[config.mk]
export PLATFORM = sky130hd
export DESIGN_NAME = legacy_charset_to_utf8_transcoder_top
export DESIGN_NICKNAME = d
export VERILOG_FILES = /design/src/lcu8_pkg.sv /design/src/lcu8_front.sv /design/src/lcu8_queue.sv /design/src/lcu8_back.sv /design/src/legacy_charset_to_utf8_transcoder_top.sv
export SDC_FILE = /design/constraint.sdc
export NUM_CORES = 1
export LEC_CHECK = 0
export ABC_AREA = 1
export BUFFER_PORTS_ARGS = -buffer_cell sky130_fd_sc_hd__buf_2
export CELL_PAD_IN_SITES_DETAIL_PLACEMENT = 0
export CELL_PAD_IN_SITES_GLOBAL_PLACEMENT = 2
export CORE_ASPECT_RATIO = 1.25
export CORE_MARGIN = 4
export CORE_UTILIZATION = 36
export DETAILED_ROUTE_END_ITERATION = 10
export PLACE_DENSITY_LB_ADDON = 0.1
export SYNTH_ARGS = -nofsm -noshare
export SYNTH_HDL_FRONTEND = slang
export SYNTH_SLANG_ARGS = --single-unit
[constraint.sdc]
create_clock -name clk -period 2.7 [get_ports clk]
set_input_delay 0.675 -clock clk [delete_from_list [all_inputs] [get_ports clk]]
set_output_delay 0.675 -clock clk [all_outputs]
set_load 0.005 [all_outputs]
[src/lcu8_pkg.sv]
// Shared types, constants and code-point helpers of the charset transcoder.
package lcu8_pkg;

    // Encoding modes held in the mode register.
    typedef enum logic [1:0] {
        MODE_STRICT  = 2'd0,
        MODE_WIN1252 = 2'd1,
        MODE_LATIN1  = 2'd2,
        MODE_RAW     = 2'd3
    } mode_t;

    localparam int QUEUE_DEPTH_DEFAULT = 4;
    localparam int MAX_BYTES = 3;

    // UTF-8 limits used by the strict checker.
    localparam logic [20:0] CP_MAX        = 21'h10FFFF;
    localparam logic [20:0] CP_SURR_LO    = 21'h00D800;
    localparam logic [20:0] CP_SURR_HI    = 21'h00DFFF;
    localparam logic [20:0] CP_MIN_CLASS1 = 21'h000080;
    localparam logic [20:0] CP_MIN_CLASS2 = 21'h000800;
    localparam logic [20:0] CP_MIN_CLASS3 = 21'h010000;

    // One classified input item, ready to be serialized.
    typedef struct packed {
        logic [MAX_BYTES-1:0][7:0] bytes;
        logic [1:0]                count;
        logic                      eos;
        logic                      verdict;
    } entry_t;

    // Queue status seen by the front and the back.
    typedef struct packed {
        logic full;
        logic empty;
    } q_status_t;

    // Windows-1252 code points of bytes 0x80 to 0x9F.
    function automatic logic [15:0] cp1252_high(input logic [4:0] idx);
        logic [15:0] cp;
        case (idx)
            5'd0:    cp = 16'h20AC;
            5'd1:    cp = 16'h0081;
            5'd2:    cp = 16'h201A;
            5'd3:    cp = 16'h0192;
            5'd4:    cp = 16'h201E;
            5'd5:    cp = 16'h2026;
            5'd6:    cp = 16'h2020;
            5'd7:    cp = 16'h2021;
            5'd8:    cp = 16'h02C6;
            5'd9:    cp = 16'h2030;
            5'd10:   cp = 16'h0160;
            5'd11:   cp = 16'h2039;
            5'd12:   cp = 16'h0152;
            5'd13:   cp = 16'h008D;
            5'd14:   cp = 16'h017D;
            5'd15:   cp = 16'h008F;
            5'd16:   cp = 16'h0090;
            5'd17:   cp = 16'h2018;
            5'd18:   cp = 16'h2019;
            5'd19:   cp = 16'h201C;
            5'd20:   cp = 16'h201D;
            5'd21:   cp = 16'h2022;
            5'd22:   cp = 16'h2013;
            5'd23:   cp = 16'h2014;
            5'd24:   cp = 16'h02DC;
            5'd25:   cp = 16'h2122;
            5'd26:   cp = 16'h0161;
            5'd27:   cp = 16'h203A;
            5'd28:   cp = 16'h0153;
            5'd29:   cp = 16'h009D;
            5'd30:   cp = 16'h017E;
            default: cp = 16'h0178;
        endcase
        return cp;
    endfunction

endpackage

[src/lcu8_front.sv]
// Front end: mode register, item classification, UTF-8 encoding and strict checking.
module lcu8_front
(
    input  logic                clk,
    input  logic                rst_n,
    input  logic                cfg_valid,
    output logic                cfg_ready,
    input  logic [1:0]          cfg_data,
    input  logic                s_tvalid,
    output logic                s_tready,
    input  logic [7:0]          s_tdata,
    input  logic                s_tlast,
    input  lcu8_pkg::q_status_t q_status,
    output logic                push,
    output lcu8_pkg::entry_t    push_entry
);
    import lcu8_pkg::*;

    mode_t       mode_reg;
    logic [1:0]  cont_reg,  cont_next;
    logic [20:0] acc_reg,   acc_next;
    logic [1:0]  class_reg, class_next;
    logic        err_reg,   err_next;

    logic        accept;
    logic [15:0] cp;
    logic [20:0] min_cp;
    logic [1:0]  cont_dec;

    assign cfg_ready = 1'b1;
    assign s_tready  = ~q_status.full;
    assign accept    = s_tvalid & s_tready;
    assign push      = accept;

    // Code point of the byte in the two encoding modes.
    always_comb
    begin
        if (mode_reg == MODE_WIN1252 && s_tdata[7:5] == 3'b100)
        begin
            cp = cp1252_high(s_tdata[4:0]);
        end
        else
        begin
            cp = {8'h00, s_tdata};
        end
    end

    // Strict UTF-8 checker, next state for this byte.
    always_comb
    begin
        cont_next  = cont_reg;
        acc_next   = acc_reg;
        class_next = class_reg;
        err_next   = err_reg;
        cont_dec   = cont_reg - 2'd1;
        case (class_reg)
            2'd1:    min_cp = CP_MIN_CLASS1;
            2'd2:    min_cp = CP_MIN_CLASS2;
            default: min_cp = CP_MIN_CLASS3;
        endcase
        if (!err_reg)
        begin
            if (cont_reg != 2'd0)
            begin
                if (s_tdata[7:6] != 2'b10)
                begin
                    err_next = 1'b1;
                end
                else
                begin
                    acc_next  = {acc_reg[14:0], s_tdata[5:0]};
                    cont_next = cont_dec;
                    if (cont_dec == 2'd0)
                    begin
                        if (acc_next < min_cp || acc_next > CP_MAX ||
                            (acc_next >= CP_SURR_LO && acc_next <= CP_SURR_HI))
                        begin
                            err_next = 1'b1;
                        end
                    end
                end
            end
            else if (s_tdata[7])
            begin
                if (s_tdata[7:5] == 3'b110)
                begin
                    class_next = 2'd1;
                    cont_next  = 2'd1;
                    acc_next   = {16'h0000, s_tdata[4:0]};
                end
                else if (s_tdata[7:4] == 4'b1110)
                begin
                    class_next = 2'd2;
                    cont_next  = 2'd2;
                    acc_next   = {17'h00000, s_tdata[3:0]};
                end
                else if (s_tdata[7:3] == 5'b11110)
                begin
                    class_next = 2'd3;
                    cont_next  = 2'd3;
                    acc_next   = {18'h00000, s_tdata[2:0]};
                end
                else
                begin
                    err_next = 1'b1;
                end
            end
        end
    end

    // Output bytes and count of the classified item.
    always_comb
    begin
        push_entry.bytes   = '0;
        push_entry.eos     = s_tlast;
        push_entry.verdict = 1'b0;
        if (mode_reg == MODE_WIN1252 || mode_reg == MODE_LATIN1)
        begin
            if (cp < 16'h0080)
            begin
                push_entry.count    = 2'd1;
                push_entry.bytes[0] = cp[7:0];
            end
            else if (cp < 16'h0800)
            begin
                push_entry.count    = 2'd2;
                push_entry.bytes[0] = {3'b110, cp[10:6]};
                push_entry.bytes[1] = {2'b10, cp[5:0]};
            end
            else
            begin
                push_entry.count    = 2'd3;
                push_entry.bytes[0] = {4'b1110, cp[15:12]};
                push_entry.bytes[1] = {2'b10, cp[11:6]};
                push_entry.bytes[2] = {2'b10, cp[5:0]};
            end
        end
        else
        begin
            push_entry.count    = 2'd1;
            push_entry.bytes[0] = s_tdata;
            if (mode_reg == MODE_STRICT)
            begin
                push_entry.verdict = s_tlast & (err_next | (cont_next != 2'd0));
            end
        end
    end

    // Mode register and checker state.
    always_ff @(posedge clk or negedge rst_n)
    begin
        if (!rst_n)
        begin
            mode_reg  <= MODE_WIN1252;
            cont_reg  <= 2'd0;
            acc_reg   <= '0;
            class_reg <= 2'd0;
            err_reg   <= 1'b0;
        end
        else
        begin
            if (cfg_valid && cfg_ready)
            begin
                mode_reg <= mode_t'(cfg_data);
            end
            if (accept)
            begin
                if (s_tlast)
                begin
                    cont_reg  <= 2'd0;
                    acc_reg   <= '0;
                    class_reg <= 2'd0;
                    err_reg   <= 1'b0;
                end
                else if (mode_reg == MODE_STRICT)
                begin
                    cont_reg  <= cont_next;
                    acc_reg   <= acc_next;
                    class_reg <= class_next;
                    err_reg   <= err_next;
                end
            end
        end
    end

endmodule

[src/lcu8_queue.sv]
// Short queue of classified items between the front and the back.
module lcu8_queue
#(
    parameter int DEPTH = lcu8_pkg::QUEUE_DEPTH_DEFAULT
)
(
    input  logic                clk,
    input  logic                rst_n,
    input  logic                push,
    input  lcu8_pkg::entry_t    push_entry,
    input  logic                pop,
    output lcu8_pkg::entry_t    head,
    output lcu8_pkg::q_status_t status
);
    import lcu8_pkg::*;

    localparam int PW = (DEPTH > 1) ? $clog2(DEPTH) : 1;
    localparam int LW = $clog2(DEPTH + 1);
    localparam logic [PW-1:0] LAST_PTR = PW'(DEPTH - 1);
    localparam logic [LW-1:0] FULL_LVL = LW'(DEPTH);

    entry_t        mem [DEPTH];
    logic [PW-1:0] wr_ptr_reg;
    logic [PW-1:0] rd_ptr_reg;
    logic [LW-1:0] level_reg;

    assign status.full  = (level_reg == FULL_LVL);
    assign status.empty = (level_reg == '0);
    assign head         = mem[rd_ptr_reg];

    // Storage, written at the tail.
    always_ff @(posedge clk)
    begin
        if (push)
        begin
            mem[wr_ptr_reg] <= push_entry;
        end
    end

    // Pointers and fill level.
    always_ff @(posedge clk or negedge rst_n)
    begin
        if (!rst_n)
        begin
            wr_ptr_reg <= '0;
            rd_ptr_reg <= '0;
            level_reg  <= '0;
        end
        else
        begin
            if (push)
            begin
                wr_ptr_reg <= (wr_ptr_reg == LAST_PTR) ? '0 : wr_ptr_reg + PW'(1);
            end
            if (pop)
            begin
                rd_ptr_reg <= (rd_ptr_reg == LAST_PTR) ? '0 : rd_ptr_reg + PW'(1);
            end
            if (push && !pop)
            begin
                level_reg <= level_reg + LW'(1);
            end
            else if (pop && !push)
            begin
                level_reg <= level_reg - LW'(1);
            end
        end
    end

endmodule

[src/lcu8_back.sv]
// Back end: serializes each queued item into output bytes through an output register.
module lcu8_back
(
    input  logic                clk,
    input  logic                rst_n,
    input  lcu8_pkg::entry_t    head,
    input  lcu8_pkg::q_status_t q_status,
    output logic                pop,
    output logic                m_tvalid,
    input  logic                m_tready,
    output logic [7:0]          m_tdata,
    output logic                m_tlast,
    output logic [1:0]          m_tuser
);
    import lcu8_pkg::*;

    logic [1:0] idx_reg;
    logic       valid_reg;
    logic [7:0] byte_reg;
    logic       done_reg;
    logic [1:0] user_reg;
    logic       advance;
    logic       load;
    logic       last;

    assign advance = ~valid_reg | m_tready;
    assign load    = advance & ~q_status.empty;
    assign last    = (idx_reg == head.count - 2'd1);
    assign pop     = load & last;

    assign m_tvalid = valid_reg;
    assign m_tdata  = byte_reg;
    assign m_tlast  = done_reg;
    assign m_tuser  = user_reg;

    // Byte index within the head item and the output register.
    always_ff @(posedge clk or negedge rst_n)
    begin
        if (!rst_n)
        begin
            idx_reg   <= 2'd0;
            valid_reg <= 1'b0;
        end
        else if (advance)
        begin
            valid_reg <= ~q_status.empty;
            if (load)
            begin
                idx_reg <= last ? 2'd0 : idx_reg + 2'd1;
            end
        end
    end

    // Output payload.
    always_ff @(posedge clk)
    begin
        if (load)
        begin
            byte_reg    <= head.bytes[idx_reg];
            done_reg    <= last & head.eos;
            user_reg[0] <= last;
            user_reg[1] <= last & head.eos & head.verdict;
        end
    end

endmodule

[src/legacy_charset_to_utf8_transcoder_top.sv]
// Top level of the legacy charset to UTF-8 transcoder.
//
// The input stream carries one source byte per item in s_tdata, with s_tlast
// marking the last byte of a string. The output stream carries one byte per
// item in m_tdata; m_tlast marks the final byte of a string, m_tuser[0] the
// final byte caused by one input item, and m_tuser[1] the strict-mode verdict
// (1 means the string is invalid UTF-8 and is to be discarded).
// The cfg channel writes the two-bit encoding mode: 0 strict UTF-8 check,
// 1 Windows-1252, 2 Latin-1, 3 raw. The user sees that it is written only while
// the block is idle; the block does not enforce this. The front classifies and
// encodes an item in the cycle it is accepted and writes it to a queue; the
// back emits its bytes through the output register, one byte per cycle while
// the receiver is ready, so an item gives one to three bytes: one in raw and
// strict modes, up to three for high Windows-1252 bytes. Input is taken back
// to back as long as the queue has room; when the receiver stalls, the output
// register holds and the queue fills, then s_tready falls. Reset empties the
// queue, clears the checker and sets the mode to Windows-1252.
module legacy_charset_to_utf8_transcoder_top
#(
    parameter int QUEUE_DEPTH = lcu8_pkg::QUEUE_DEPTH_DEFAULT
)
(
    input  logic       clk,
    input  logic       rst_n,
    input  logic       cfg_valid,
    output logic       cfg_ready,
    input  logic [1:0] cfg_data,    // encoding_mode
    input  logic       s_tvalid,
    output logic       s_tready,
    input  logic [7:0] s_tdata,     // in_byte
    input  logic       s_tlast,     // end_of_string
    output logic       m_tvalid,
    input  logic       m_tready,
    output logic [7:0] m_tdata,     // out_byte
    output logic       m_tlast,     // string_done
    output logic [1:0] m_tuser      // [0] last_of_run, [1] utf8_error
);
    import lcu8_pkg::*;

    logic      push;
    logic      pop;
    entry_t    push_entry;
    entry_t    head;
    q_status_t q_status;

    lcu8_front u_front
    (
        .clk        (clk),
        .rst_n      (rst_n),
        .cfg_valid  (cfg_valid),
        .cfg_ready  (cfg_ready),
        .cfg_data   (cfg_data),
        .s_tvalid   (s_tvalid),
        .s_tready   (s_tready),
        .s_tdata    (s_tdata),
        .s_tlast    (s_tlast),
        .q_status   (q_status),
        .push       (push),
        .push_entry (push_entry)
    );

    lcu8_queue #(.DEPTH(QUEUE_DEPTH)) u_queue
    (
        .clk        (clk),
        .rst_n      (rst_n),
        .push       (push),
        .push_entry (push_entry),
        .pop        (pop),
        .head       (head),
        .status     (q_status)
    );

    lcu8_back u_back
    (
        .clk      (clk),
        .rst_n    (rst_n),
        .head     (head),
        .q_status (q_status),
        .pop      (pop),
        .m_tvalid (m_tvalid),
        .m_tready (m_tready),
        .m_tdata  (m_tdata),
        .m_tlast  (m_tlast),
        .m_tuser  (m_tuser)
    );

    // An error verdict only travels on the final byte of a string.
    assert property (@(posedge clk) disable iff (!rst_n)
        m_tvalid && m_tuser[1] |-> m_tlast)
        else $error("utf8 error flagged off the end of a string");

    // The end of a string is always the end of an item's bytes.
    assert property (@(posedge clk) disable iff (!rst_n)
        m_tvalid && m_tlast |-> m_tuser[0])
        else $error("string end without end of run");

    // The queue is never read while empty.
    assert property (@(posedge clk) disable iff (!rst_n)
        pop |-> !q_status.empty)
        else $error("queue popped while empty");

    // Nothing is accepted while the queue is full.
    assert property (@(posedge clk) disable iff (!rst_n)
        q_status.full |-> !push)
        else $error("queue written while full");

endmodule

==> metrics.txt <==
vias in the first global route approximately 5.6k; CTS Root Cell clkbuf_16; P&R area growth vs syn 17.7%; Initial Utilization 36.9%; most frequent cells in the layout 142 x nand2_1, 111 x edfxtp_1, 106 x nor2_1, 88 x o21ai_0, 59 x inv_1; Top FF cell, synth edfxtp_1; Tmin final 2.53 ns; CTS buffer count 17; wire per inst 16.9 microns; Max-cap violations 0; fin cells 1092; I/O pin total 30; Reg-to-Reg Start u_queue.rd_ptr_reg[0]$_DFFE_PN0P_; Placed Area 0.00786 sq mm; GRT overflow 0; clk sinks 143; CP startpoint u_queue.rd_ptr_reg[0]$_DFFE_PN0P_; RSZ-0062 raised after global routing no; Final Power 8.66 mW; largest net degree at the start of global routing 33; first-pass GRT wire length 29800 microns; Max transition margin 45.6%; worst r2r path cells 15; buffers added on ports 28; final WL between 15000 and 20000 microns; cts hold-fix bufs 0; Pins Over Slew Limit 0; Largest register FFs 100; Synth area leaders edfxtp_1 46%, dfrtp_1 11%, nand2_1 7.4%; critical path class reg2reg; CP endpoint kind flop; die width about 130 microns; core box area 0.0195 sq mm; setup slack after layout 0.171 ns; gr usage total around 17%; Synth area leader edfxtp_1; Die H 166 microns; Final Setup Violations 0; Peak VDD IR 447 uV; Post-Place Cells ~1.1k; Placer Congestion 0.867; H-tree levels 4; Hold Path Class in2async; critical path arrival 2.82 ns; initial antenna violation count 0; vias 5410; status finished clean; EDFF count, synth 111; fraction of layout cells with a size suffix above 1 17.0%; Clk Latency, worst-skew pair 0.41 ns; most common cell after layout, fill and taps aside nand2_1; clock skew 0.0107 ns; Yosys warnings 0; Worst-Margin Slew 0.815 ns; Yosys cell types 47; Synth Instances between 700 and 800; register bit count reported by yosys between 100 and 150; Post-DRT Antenna Nets 0; PwrDens 1020 mW/mm^2; Mean Syn Cell Area 9.52 sq um; n_diodes 0; Hold Fails Final Rpt 0; Worst R2R End u_queue.level_reg[2]$_DFFE_PN0P_; vias per cell 4.95; DR pass1 iterations 5; Critical Path RT 2.99 ns; Synthesized Nets 795; Yosys top cell area share between 40 and 50%; Peak Freq ~400 MHz; total die area between 0.02 and 0.025 sq mm; CTS tree built; Remaining DRCs 0; Max clock buf depth 2; Crit Path Max Fanout 29; R2R setup slack 0.17 ns; post-route cell area 0.00848 sq mm; DR iter-0 viols between 300 and 400; Net count, final roughly 850; dpl hpwl 13300 microns; Mapped Area 0.00721 sq mm; Critical Path Source Type flop; row cnt 57; FFs w/ async S/R, synth 22.4%; Seq/Total Area, Yosys 57.4%; Lkg Pwr 3.46 nW; Tcrit/Tclk final 93.7%; Clock Pin Slew Worst Setup and Hold Paths roughly 0.060 ns; worst slack, placed -0.101 ns
-- metrics by stage --
stage / utilization, % / setup TNS, ns / hold slack (ns)
3_5_place_dp: 40.2 / -2.07 / 0.475
3_3_place_gp: 40.2 / -2.82 / 0.474
5_1_grt: 43.4 / 0 / 0.404
6_report: 43.4 / 0 / 0.358
2_1_floorplan: - / 0 / 0.379
4_1_cts: 43.4 / 0 / 0.367
-- worst max-delay path by stage --
stage / to / slack (ns) / cells past startpoint
6_report: u_queue.level_reg[2]$_DFFE_PN0P_ / 0.17 / 15
2_1_floorplan: u_queue.level_reg[1]$_DFFE_PN0P_ / 0.20 / 10
5_1_grt: u_queue.level_reg[2]$_DFFE_PN0P_ / 0.02 / 15
3_5_place_dp: u_queue.mem[3][12]$_DFFE_PP_ / -0.10 / 15
4_1_cts: u_queue.level_reg[2]$_DFFE_PN0P_ / 0.09 / 15
3_3_place_gp: u_queue.mem[3][12]$_DFFE_PP_ / -0.14 / 15
-- synth_stat cells (5+ instances only) --
| master | n |
|---|---|
| edfxtp_1 | 111 |
| nor2_2 | 6 |
| o22ai_1 | 24 |
| ha_1 | 21 |
| nand3_1 | 44 |
| a21oi_1 | 18 |
| o21ai_1 | 5 |
| nor2_1 | 110 |
| o21ai_0 | 88 |
| nand2_1 | 143 |
| nand2_2 | 7 |
| buf_2 | 5 |
| dfrtp_1 | 31 |
| inv_2 | 8 |
| inv_1 | 59 |
| clkbuf_1 | 15 |
| a31oi_1 | 5 |
-- worst max-delay path: stages (launching register included) --
cell,delay (ns)
dfrtp_1,0.43
buf_12,0.20
nand2_1,0.07
nand3_1,0.07
nand2_1,0.07
xor2_1,0.16
o21bai_1,0.17
nand2_2,0.13
nor2_4,0.06
inv_2,0.07
ha_1,0.13
inv_1,0.06
fa_1,0.37
a21oi_1,0.14
o21ai_0,0.12
xor2_1,0.15
-- per-layer routing --
layer	routed length, microns	GRT usage (%)	up-vias
met5	0	0	-
met4	227	4.65	0
met3	501	2.97	18
met2	9940	31.4	72
met1	7820	20.5	2617
li1	-	-	2703
-- layout make-up --
| class | count | area, sq um |
|---|---|---|
| clock buffers | 17 | 425 |
| clock inverters | 15 | 191 |
| fillers | 1970 | 11100 |
| inverters | 71 | 277 |
| multi-input cells | 515 | 2660 |
| flip-flops and latches | 143 | 4140 |
| well taps | 265 | 332 |
| repair buffers | 66 | 463 |
-- report_power, final --
group,switching [mW],total [mW],internal [mW]
sequential,0.232,3.25,3.02
clock,0.888,2.43,1.54
combinational,1.94,2.98,1.04
total,3.06,8.66,5.60
-- repair_timing --
item | 4_1_cts | 5_1_grt
buffers inserted | 0 | 0
resized for setup | 0 | 1
setup endpoints to repair | 0 | 2
endpoints found under the hold margin | 0 | 0
-- kinds of logic (layout without fill, tap and decap cells) --
kind of cell,after synthesis,in the layout,share of synthesized area [%]
AND/OR/NAND/NOR,330,330,20.0
XOR/XNOR,3,3,0.365
flip-flops,143,143,57.4
AO/OA/AOI/OAI,159,159,12.3
adder cells (fa/ha/maj),22,22,3.92
other,1,1,0.0520
buffers and inverters,99,169,6.01
(Power assumes the default switching activity.)
